`config.mk`:
```
export PLATFORM = sky130hd
export DESIGN_NAME = linked_task_list_manager_top
export DESIGN_NICKNAME = d
export VERILOG_FILES = /design/src/hw/rtl/ltlm_pkg.sv /design/src/hw/rtl/linked_task_list_manager_top.sv /design/src/hw/rtl/ltlm_min_finder.sv /design/src/hw/rtl/ltlm_list_engine.sv
export VERILOG_INCLUDE_DIRS = /design/src /design/src/hw/rtl
export SDC_FILE = /design/constraint.sdc
export NUM_CORES = 2
export LEC_CHECK = 0
export BUFFER_PORTS_ARGS = -buffer_cell sky130_fd_sc_hd__buf_4
export CAP_MARGIN = 5
export CORE_MARGIN = 4
export CORE_UTILIZATION = 28
export DETAILED_ROUTE_END_ITERATION = 10
export SYNTH_ARGS = -nofsm -noshare
export SYNTH_HDL_FRONTEND = slang
export SYNTH_SLANG_ARGS = --single-unit
export TNS_END_PERCENT = 20
```
`constraint.sdc`:
```
create_clock -name clk -period 7.68 [get_ports clk]
set_input_delay 0.384 -clock clk [delete_from_list [all_inputs] [get_ports clk]]
set_output_delay 0.384 -clock clk [all_outputs]
set_load 0.05 [all_outputs]
```
`src/hw/rtl/linked_task_list_manager_top_defines.svh`:
```
// Assertion macros for the task list manager
`ifndef LINKED_TASK_LIST_MANAGER_TOP_DEFINES_SVH
`define LINKED_TASK_LIST_MANAGER_TOP_DEFINES_SVH
`ifndef NO_ASSERTIONS
`define LTLM_ASSERT_IMP(label, clk, rst_n, a, c) \
	label: assert property (@(posedge clk) disable iff (!rst_n) (a) |-> (c)) \
		else $error("assertion failed");
`define LTLM_ASSERT_NXT(label, clk, rst_n, a, c) \
	label: assert property (@(posedge clk) disable iff (!rst_n) (a) |=> (c)) \
		else $error("assertion failed");
`else
`define LTLM_ASSERT_IMP(label, clk, rst_n, a, c)
`define LTLM_ASSERT_NXT(label, clk, rst_n, a, c)
`endif
`endif

```
`src/hw/rtl/ltlm_pkg.sv`:
```
package ltlm_pkg;
	localparam logic [1:0] REQ_APPEND = 2'd0;
	localparam logic [1:0] REQ_POP    = 2'd1;
	localparam logic [1:0] REQ_UNLINK = 2'd2;
	localparam logic [1:0] REQ_ADMIT  = 2'd3;

	localparam logic [1:0] KIND_READY = 2'd0;

	localparam int REQ_W   = 2;
	localparam int KIND_W  = 2;
	localparam int CPUF_W  = 3;
	localparam int ENTF_W  = 6;
	localparam int COUNT_W = 32;
endpackage

```
`src/hw/rtl/linked_task_list_manager_top.sv`:
```
// Task list manager: singly linked lists threaded through a pool of entries.
// Channels: in (in_valid/in_ready: req_type, list_kind, cpu_index,
// entry_index), out (out_valid/out_ready: found, entry_out, chosen_cpu),
// cfg (cfg_valid/cfg_ready: cfg_data = balance_enable).
// One result per request. The block takes one request at a time.
// Append and unlink walk the list through the link memory, entry by
// entry. Balanced admit first scans the admission counters, one CPU per
// cycle. After reset the link memory is initialized, one entry per cycle,
// before in_ready rises; all entries start on the free list. A held
// result sits in the output register; a stalled receiver keeps in_ready
// low until the result is taken.
`include "linked_task_list_manager_top_defines.svh"
module linked_task_list_manager_top #(
	parameter int NUM_ENTRIES = 64,
	parameter int NUM_CPUS = 8
) (
	input  logic clk,
	input  logic arst_n,
	input  logic in_valid,
	output logic in_ready,
	input  logic [ltlm_pkg::REQ_W-1:0] req_type,
	input  logic [ltlm_pkg::KIND_W-1:0] list_kind,
	input  logic [ltlm_pkg::CPUF_W-1:0] cpu_index,
	input  logic [ltlm_pkg::ENTF_W-1:0] entry_index,
	output logic out_valid,
	input  logic out_ready,
	output logic found,
	output logic [ltlm_pkg::ENTF_W-1:0] entry_out,
	output logic [ltlm_pkg::CPUF_W-1:0] chosen_cpu,
	input  logic cfg_valid,
	output logic cfg_ready,
	input  logic cfg_data
);
	localparam int LW = $clog2(NUM_ENTRIES+1);
	localparam int CW = $clog2(NUM_CPUS+1);
	localparam int SW = $clog2(NUM_CPUS+3);

	localparam logic [2:0] T_IDLE = 3'd0;
	localparam logic [2:0] T_SCAN = 3'd1;
	localparam logic [2:0] T_LIST = 3'd2;
	localparam logic [2:0] T_WAIT = 3'd3;
	localparam logic [2:0] T_OUT  = 3'd4;

	logic [2:0] st_q;
	logic bal_q;
	logic [1:0] req_q;
	logic [1:0] kind_q;
	logic [CW-1:0] cpu_q;
	logic [LW-1:0] ent_q;
	logic [ltlm_pkg::ENTF_W-1:0] ent_raw_q;
	logic found_q;
	logic [ltlm_pkg::ENTF_W-1:0] eout_q;
	logic [ltlm_pkg::CPUF_W-1:0] chosen_q;
	logic eng_start, eng_done, eng_ok;
	logic [LW-1:0] eng_pop;
	logic [SW-1:0] eng_slot;
	logic min_start, min_busy, inc;
	logic [CW-1:0] best_cpu, scan_cpu;
	logic eng_idle_q;
	logic [CW-1:0] tgt_q;
	logic [LW:0] init_cnt_q;
	logic u_eng_ready_w;

	assign in_ready  = (st_q == T_IDLE) && eng_idle_q;
	assign cfg_ready = 1'b1;
	assign out_valid = (st_q == T_OUT);
	assign found     = found_q;
	assign entry_out = eout_q;
	assign chosen_cpu = chosen_q;

	ltlm_min_finder #(.NUM_CPUS(NUM_CPUS)) u_min (
		.clk(clk), .arst_n(arst_n), .start(min_start), .count_in('0),
		.inc(inc), .inc_cpu(tgt_q), .scan_cpu(scan_cpu), .busy(min_busy),
		.best_cpu(best_cpu)
	);

	ltlm_list_engine #(.NUM_ENTRIES(NUM_ENTRIES), .NUM_CPUS(NUM_CPUS)) u_eng (
		.clk(clk), .arst_n(arst_n), .start(eng_start), .op(req_q), .slot(eng_slot),
		.ent(ent_q), .done(eng_done), .ok(eng_ok), .popped(eng_pop)
	);

	always_comb begin
		if (req_q == ltlm_pkg::REQ_ADMIT || kind_q == ltlm_pkg::KIND_READY)
			eng_slot = SW'(tgt_q);
		else eng_slot = SW'(NUM_CPUS) + SW'(kind_q) - 1'b1;
	end

	assign eng_start = (st_q == T_LIST);
	assign inc = eng_done && eng_ok && (req_q == ltlm_pkg::REQ_ADMIT);
	assign min_start = in_valid && in_ready && cfg_data_dummy();

	function automatic logic cfg_data_dummy();
		return bal_q && req_type == ltlm_pkg::REQ_ADMIT;
	endfunction

	always_ff @(posedge clk or negedge arst_n) begin
		if (!arst_n) begin
			st_q <= T_IDLE;
			bal_q <= 1'b0;
			eng_idle_q <= 1'b0;
			found_q <= 1'b0;
			eout_q <= '0;
			chosen_q <= '0;
		end else begin
			if (cfg_valid && cfg_ready) bal_q <= cfg_data;
			if (!eng_idle_q) eng_idle_q <= (u_eng_ready_w == 1'b1);
			unique case (st_q)
				T_IDLE: if (in_valid && in_ready) begin
					req_q <= req_type;
					kind_q <= list_kind;
					cpu_q <= CW'(cpu_index);
					tgt_q <= CW'(cpu_index);
					ent_raw_q <= entry_index;
					ent_q <= LW'(entry_index);
					found_q <= 1'b0;
					chosen_q <= '0;
					eout_q <= (req_type == ltlm_pkg::REQ_POP) ? '0 : entry_index;
					if (req_type != ltlm_pkg::REQ_POP && {26'd0, entry_index} >= 32'(NUM_ENTRIES))
						st_q <= T_OUT;
					else if (req_type == ltlm_pkg::REQ_ADMIT && bal_q)
						st_q <= T_SCAN;
					else if ((req_type == ltlm_pkg::REQ_ADMIT || list_kind == ltlm_pkg::KIND_READY)
						&& {29'd0, cpu_index} >= 32'(NUM_CPUS))
						st_q <= T_OUT;
					else st_q <= T_LIST;
				end
				T_SCAN: if (!min_busy && !min_start) begin
					tgt_q <= best_cpu;
					st_q <= T_LIST;
				end
				T_LIST: st_q <= T_WAIT;
				T_WAIT: if (eng_done) begin
					found_q <= eng_ok;
					if (req_q == ltlm_pkg::REQ_POP)
						eout_q <= eng_ok ? eng_pop[ltlm_pkg::ENTF_W-1:0] : '0;
					if (inc) chosen_q <= tgt_q[ltlm_pkg::CPUF_W-1:0];
					st_q <= T_OUT;
				end
				T_OUT: if (out_ready) st_q <= T_IDLE;
				default: st_q <= T_IDLE;
			endcase
		end
	end

	// tracks the engine's memory init; ready once the count reaches NUM_ENTRIES
	assign u_eng_ready_w = (init_cnt_q >= (LW+1)'(NUM_ENTRIES));
	always_ff @(posedge clk or negedge arst_n) begin
		if (!arst_n) init_cnt_q <= '0;
		else if (!u_eng_ready_w) init_cnt_q <= init_cnt_q + 1'b1;
	end

	logic unused_top;
	assign unused_top = ^{cpu_q, ent_raw_q, scan_cpu};

	`LTLM_ASSERT_IMP(a_out_no_in, clk, arst_n, out_valid, !in_ready)
	`LTLM_ASSERT_IMP(a_inc_found, clk, arst_n, inc, eng_ok && st_q == T_WAIT)
	`LTLM_ASSERT_NXT(a_pop_chosen, clk, arst_n,
		out_valid && req_q != ltlm_pkg::REQ_ADMIT, chosen_q == '0 || !out_valid)
endmodule

```
`src/hw/rtl/ltlm_min_finder.sv`:
```
module ltlm_min_finder #(
	parameter int NUM_CPUS = 8
) (
	input  logic clk,
	input  logic arst_n,
	input  logic start,
	input  logic [ltlm_pkg::COUNT_W-1:0] count_in,
	input  logic inc,
	input  logic [$clog2(NUM_CPUS+1)-1:0] inc_cpu,
	output logic [$clog2(NUM_CPUS+1)-1:0] scan_cpu,
	output logic busy,
	output logic [$clog2(NUM_CPUS+1)-1:0] best_cpu
);
	localparam int CW = $clog2(NUM_CPUS+1);
	localparam int IW = (NUM_CPUS > 1) ? $clog2(NUM_CPUS) : 1;

	logic [ltlm_pkg::COUNT_W-1:0] cnt_q [NUM_CPUS];
	logic [ltlm_pkg::COUNT_W-1:0] best_val_q;
	logic [CW-1:0] idx_q;
	logic busy_q;
	logic [CW-1:0] best_q;
	logic [ltlm_pkg::COUNT_W-1:0] cur_val;

	assign cur_val  = cnt_q[idx_q[IW-1:0]];
	assign scan_cpu = idx_q;
	assign busy     = busy_q;
	assign best_cpu = best_q;

	always_ff @(posedge clk or negedge arst_n) begin
		if (!arst_n) begin
			busy_q <= 1'b0;
			idx_q <= '0;
			best_q <= '0;
			best_val_q <= '0;
			for (int i = 0; i < NUM_CPUS; i++) cnt_q[i] <= '0;
		end else begin
			if (inc) cnt_q[inc_cpu[IW-1:0]] <= cnt_q[inc_cpu[IW-1:0]] + 1'b1;
			if (start) begin
				busy_q <= 1'b1;
				idx_q <= '0;
				best_q <= '0;
				best_val_q <= cnt_q[0];
			end else if (busy_q) begin
				if (cur_val < best_val_q) begin
					best_val_q <= cur_val;
					best_q <= idx_q;
				end
				if (idx_q == CW'(NUM_CPUS - 1)) busy_q <= 1'b0;
				else idx_q <= idx_q + 1'b1;
			end
		end
	end

	logic unused_cnt;
	assign unused_cnt = ^count_in;
endmodule

```
`src/hw/rtl/ltlm_list_engine.sv`:
```
module ltlm_list_engine #(
	parameter int NUM_ENTRIES = 64,
	parameter int NUM_CPUS = 8
) (
	input  logic clk,
	input  logic arst_n,
	input  logic start,
	input  logic [1:0] op,
	input  logic [$clog2(NUM_CPUS+3)-1:0] slot,
	input  logic [$clog2(NUM_ENTRIES+1)-1:0] ent,
	output logic done,
	output logic ok,
	output logic [$clog2(NUM_ENTRIES+1)-1:0] popped
);
	localparam int LW = $clog2(NUM_ENTRIES+1);
	localparam int AW = $clog2(NUM_ENTRIES);
	localparam int NL = NUM_CPUS + 3;
	localparam int SW = $clog2(NL);
	localparam logic [LW-1:0] NIL = LW'(NUM_ENTRIES);

	localparam logic [2:0] ST_IDLE = 3'd0;
	localparam logic [2:0] ST_RD   = 3'd1;
	localparam logic [2:0] ST_CHK  = 3'd2;
	localparam logic [2:0] ST_WR2  = 3'd3;
	localparam logic [2:0] ST_DONE = 3'd4;

	logic [LW-1:0] head_q [NL];
	logic [LW-1:0] mem [NUM_ENTRIES];
	logic [LW-1:0] rd_q;
	logic [AW-1:0] rd_addr;
	logic rd_en;
	logic we;
	logic [AW-1:0] wa;
	logic [LW-1:0] wd;

	logic [2:0] st_q;
	logic [1:0] op_q;
	logic [SW-1:0] slot_q;
	logic [LW-1:0] ent_q, cur_q, prev_q, nxt_q;
	logic [LW:0] steps_q;
	logic ok_q, first_q;
	logic [LW-1:0] pop_q;
	logic clr_q;
	logic [AW-1:0] clr_idx_q;

	always_ff @(posedge clk) begin
		if (we) mem[wa] <= wd;
		if (rd_en) rd_q <= mem[rd_addr];
	end

	assign done = (st_q == ST_DONE);
	assign ok = ok_q;
	assign popped = pop_q;

	always_comb begin
		rd_en = 1'b0;
		rd_addr = cur_q[AW-1:0];
		we = 1'b0;
		wa = cur_q[AW-1:0];
		wd = ent_q;
		if (clr_q) begin
			we = 1'b1;
			wa = clr_idx_q;
			wd = LW'(clr_idx_q) + 1'b1;
		end else begin
			unique case (st_q)
				ST_RD: rd_en = 1'b1;
				ST_CHK: begin
					if ((op_q == ltlm_pkg::REQ_APPEND || op_q == ltlm_pkg::REQ_ADMIT)
						&& rd_q == NIL) begin
						we = 1'b1;
						wa = cur_q[AW-1:0];
						wd = ent_q;
					end else if (op_q == ltlm_pkg::REQ_POP) begin
						we = 1'b1;
						wa = cur_q[AW-1:0];
						wd = NIL;
					end else if (op_q == ltlm_pkg::REQ_UNLINK && cur_q == ent_q) begin
						we = 1'b1;
						wa = cur_q[AW-1:0];
						wd = NIL;
					end
				end
				ST_WR2: begin
					we = 1'b1;
					wa = prev_q[AW-1:0];
					wd = nxt_q;
				end
				default: ;
			endcase
		end
	end

	always_ff @(posedge clk or negedge arst_n) begin
		if (!arst_n) begin
			st_q <= ST_IDLE;
			clr_q <= 1'b1;
			clr_idx_q <= '0;
			ok_q <= 1'b0;
			for (int i = 0; i < NL; i++) head_q[i] <= (i == NL - 1) ? '0 : NIL;
		end else if (clr_q) begin
			if (clr_idx_q == AW'(NUM_ENTRIES - 1)) clr_q <= 1'b0;
			else clr_idx_q <= clr_idx_q + 1'b1;
		end else begin
			unique case (st_q)
				ST_IDLE: if (start) begin
					op_q <= op;
					slot_q <= slot;
					ent_q <= ent;
					ok_q <= (head_q[slot] == NIL)
						&& (op == ltlm_pkg::REQ_APPEND || op == ltlm_pkg::REQ_ADMIT);
					pop_q <= '0;
					steps_q <= '0;
					first_q <= 1'b1;
					cur_q <= head_q[slot];
					if (head_q[slot] == NIL) begin
						if (op == ltlm_pkg::REQ_APPEND || op == ltlm_pkg::REQ_ADMIT)
							head_q[slot] <= ent;
						st_q <= ST_DONE;
					end else st_q <= ST_RD;
				end
				ST_RD: st_q <= ST_CHK;
				ST_CHK: begin
					priority if (op_q == ltlm_pkg::REQ_POP) begin
						head_q[slot_q] <= rd_q;
						pop_q <= cur_q;
						ok_q <= 1'b1;
						st_q <= ST_DONE;
					end else if (op_q == ltlm_pkg::REQ_UNLINK) begin
						if (cur_q == ent_q) begin
							ok_q <= 1'b1;
							if (first_q) begin
								head_q[slot_q] <= rd_q;
								st_q <= ST_DONE;
							end else begin
								nxt_q <= rd_q;
								st_q <= ST_WR2;
							end
						end else if (rd_q == NIL || (!first_q && steps_q == (LW+1)'(NUM_ENTRIES))) begin
							st_q <= ST_DONE;
						end else begin
							if (!first_q) steps_q <= steps_q + 1'b1;
							first_q <= 1'b0;
							prev_q <= cur_q;
							cur_q <= rd_q;
							st_q <= ST_RD;
						end
					end else begin
						if (rd_q == NIL) begin
							ok_q <= 1'b1;
							st_q <= ST_DONE;
						end else if (steps_q == (LW+1)'(NUM_ENTRIES)) begin
							st_q <= ST_DONE;
						end else begin
							steps_q <= steps_q + 1'b1;
							cur_q <= rd_q;
							st_q <= ST_RD;
						end
					end
				end
				ST_WR2: st_q <= ST_DONE;
				ST_DONE: st_q <= ST_IDLE;
				default: st_q <= ST_IDLE;
			endcase
		end
	end
endmodule

```
==> flow_summary.ini <==
[clock_network]
root_buffer = clkbuf_16
clk_pin_slew_ns = 0.06
cts_inserted_buffers = 91
htree_num_levels = 3
cts_tree = done
ctsHoldBuffers = 17
clockBufferDepth = 3
ctsResizeCount = 0
clock_latency_ns = 0.70
clock_sinks = 924
post_cts.repair.setup_buffers = 0

[worst_setup_path]
worstPathCellList = buf_4 -> mux4_2 -> mux2_2 -> ha_1 -> and4_1 -> nand3_1 -> nor4_1 -> o221ai_1 -> nor4b_1 -> o41a_2 -> buf_4 -> o311ai_0
worst_path_largest_cell_delay_ns = 0.81
worstSetupStartpoint = u_min.scan_cpu[0]$_DFFE_PN0P_
r2r_slack_ns = 2.23
reg2reg_depth = 12
r2r_start = u_min.scan_cpu[0]$_DFFE_PN0P_
critPathCapture = u_min.best_val_q[9]$_DFFE_PN0P_
timing.rr.end = u_min.best_val_q[9]$_DFFE_PN0P_
cpMostUsedCell = buf_4
endpoint_kind = flop
start_kind = flop
worstPathRequired_ns = 8.23
crit_fanout = 45
path_class = reg -> reg
cpMaxStageDelayCell = dfrtp_4
arrival_ns = 6.00

[logic_synthesis]
mappedNetlistArea_um2 = 43000
synth-simple-area-share = 0.0746
avgSynthCellArea_um2 = 14.4
yosys.area.top_type_share = 0.360
synth-edff-count = 516
synth_xor_area_frac = 0.0122
synth.most_common_cell = edfxtp_1
synthCells = 2986
synth.ff_latch_count = 924
ys.flop_type = edfxtp_1
synth_compound_area_frac = 0.0753
ys_types = 90
yosys.area.top_type = edfxtp_1
synth_mux_area_frac = 0.201
synth_top_family_by_area = multiplexers
async_reset_ff_frac = 0.442
syn-num-nets = 3049
synth-seq-area-share = 0.598
synth_fa_ha_area_frac = 0.0128
synth.area.top_cells = edfxtp_1 (36%), dfrtp_1 (23%), mux4_2 (13%), mux2_2 (5.4%), nand2_1 (2.8%)
yosys_warnings = 0
synth_commonest_cells = edfxtp_1 (516), dfrtp_1 (397), nand2_1 (321)

[power]
p_leak_nw = 17.9
p_total_w = 0.0134
peakVddDrop_uv = 174
power_density_nw_per_um2 = 275

[global_route]
gr-usage-met3 = 0.0242
first_global_vias = 26300
track_usage = 0.132
busiest_layer = met2
grt_use_met1 = 0.186
use_met2 = 0.208
gr-total-overflow = 0
grt_max_degree = 143
grt_pass1_wl_mm = 164
antenna_found_initial = 1

[route]
wirelength_mm = 106
drtIter0Drc = 2570
vias = 25900
drc = 0
ant_nets = 0
wl_per_cell_um = 20.7
routed_via_density = 5.09
firstDrtPassIters = 7

[floorplan]
dieArea_um2 = 160000
core_area_um2 = 152000
fp-row-count = 143
fp.dieW_um = 400
io_pins = 32
die_h_um = 400
start_util = 0.283

[placed_design]
io_buffers = 30
dpl_cell_area_um2 = 45400
place.gp.congestion = 0.819
dp_hpwl_mm = 64.4

[final_layout]
nets = 3046
utilization = 0.319
final_cell_area_um2 = 48600
fillers = 14800
area_growth_pct = 13.0
drive_gt1_frac = 0.240

[sta]
skew_ns = 0.0436
drv_slew = 0
hold_viol_final = 0
max_slew.worst_pin.slew_ns = 1.16
setup_violations = 0
min_period_over_period = 0.710
relSlewSlack = 0.223
rsz0062_at_grt = false
timing.fmax_ghz = 0.183
tns_ns = 0
min_period_ns = 5.45

[run_status]
status = finished, final reports clean

[job]
cap_viol_max_count = 0

[min_path]
hold_class = in -> reg
worst min path at each step:
stage / endpoint / from / depth (start not counted)
floorplan: bal_q$_DFFE_PN0P_ / arst_n / 0
global placement: u_min.cnt_q[150]$_DFFE_PN0P_ / arst_n / 1
detailed placement: u_min.cnt_q[118]$_DFFE_PN0P_ / arst_n / 1
CTS: found$_DFFE_PN0P_ / in_valid / 4
global route: found$_DFFE_PN0P_ / in_valid / 4
finish: found$_DFFE_PN0P_ / in_valid / 4
critical path: cells and delay by family (launching register included):
kind,cells,cell delay [ns]
AOI/OAI and AO/OA,3,1.43
DFF,1,0.81
adders and majority gates,1,0.29
and+or+nand+nor,4,1.05
buffers and inverters,2,0.86
muxes,2,0.85
state kept, by name, indices dropped and copies added (netlist names), 4 cells and up:
name              flops
u_eng.mem           448
u_min.cnt_q         256
u_eng.head_q         77
u_min.best_val_q     32
init_cnt_q            8
u_eng.steps_q         8
u_eng.cur_q           7
u_eng.nxt_q           7
u_eng.rd_q            7
ent_q                 6
entry_out             6
u_eng.clr_idx_q       6
u_eng.ent_q           6
u_eng.popped          6
u_eng.prev_q          6
tgt_q                 4
u_eng.slot_q          4
u_min.best_cpu        4
u_min.scan_cpu        4
logic make-up after synthesis:
group,count (synthesis)
AOI/OAI and AO/OA,500
xor gates and xnor gates,55
adders and majority gates,44
buffers and inverters,255
DFF,924
muxes,510
other,1
and+or+nand+nor,697
area by class of cell:
type	count	area [um2]	area share
multi-input cells	1807	16300	0.335
clock inverters	47	522	0.0107
repair buffers	98	811	0.0167
well taps	2030	2540	0.0522
diodes	1	2.50	0.0000515
clock buffers	124	2510	0.0516
flip-flops and latches	924	25700	0.529
inverters	61	231	0.00476
cell usage in the layout (no fill, tap or decap), types with 8 or more instances in the layout:
master	netlist	final
nor2b_1	18	18
dfrtp_1	397	394
or3_1	12	12
and3_1	11	10
o311ai_0	43	43
mux2_2	205	205
clkbuf_1	136	22
and2_1	15	15
nand4_1	8	8
nand2_1	321	312
mux4_2	248	248
a221oi_1	12	12
o21ai_0	190	186
clkinv_2	0	20
dlygate4sd3_1	0	17
nand2_2	0	9
clkbuf_8	0	11
nor3_1	26	26
o21ai_1	26	26
buf_4	8	78
a22oi_1	82	82
inv_1	57	57
dfstp_2	11	11
clkbuf_16	0	91
edfxtp_1	516	516
xor2_1	31	31
nand3_1	61	61
a31oi_1	10	10
mux4_1	12	12
mux2i_1	45	45
nand2b_1	10	10
ha_1	44	44
a21oi_1	43	42
xnor2_1	18	18
nor4_1	8	8
clkinv_1	3	12
nor2_1	163	162
o211ai_1	21	21
layer usage:
layer | wire length [um] | vias to the layer above
met5 | 0 | -
met4 | 2460 | 0
met3 | 6490 | 166
met2 | 49300 | 810
met1 | 47400 | 13400
li1 | - | 11500
metrics by stage:
stage | setup WS, ns | cells | hold WS [ns]
floorplan | 2.89 | 2986 | 0.0884
global placement | 2.27 | 4903 | 0.379
detailed placement | 2.18 | 4903 | 0.384
CTS | 2.14 | 5091 | 0.127
global route | 1.86 | 5092 | 0.184
finish | 2.23 | 5092 | 0.190
power breakdown:
group	leakage [nW]	switching, W	internal [W]
clock	1.48	0.00201	0.00250
sequential	10.2	0.000345	0.00585
combinational	6.16	0.00167	0.00101
total	17.9	0.00402	0.00937
Note: power is estimated with default switching activity, not from simulation.
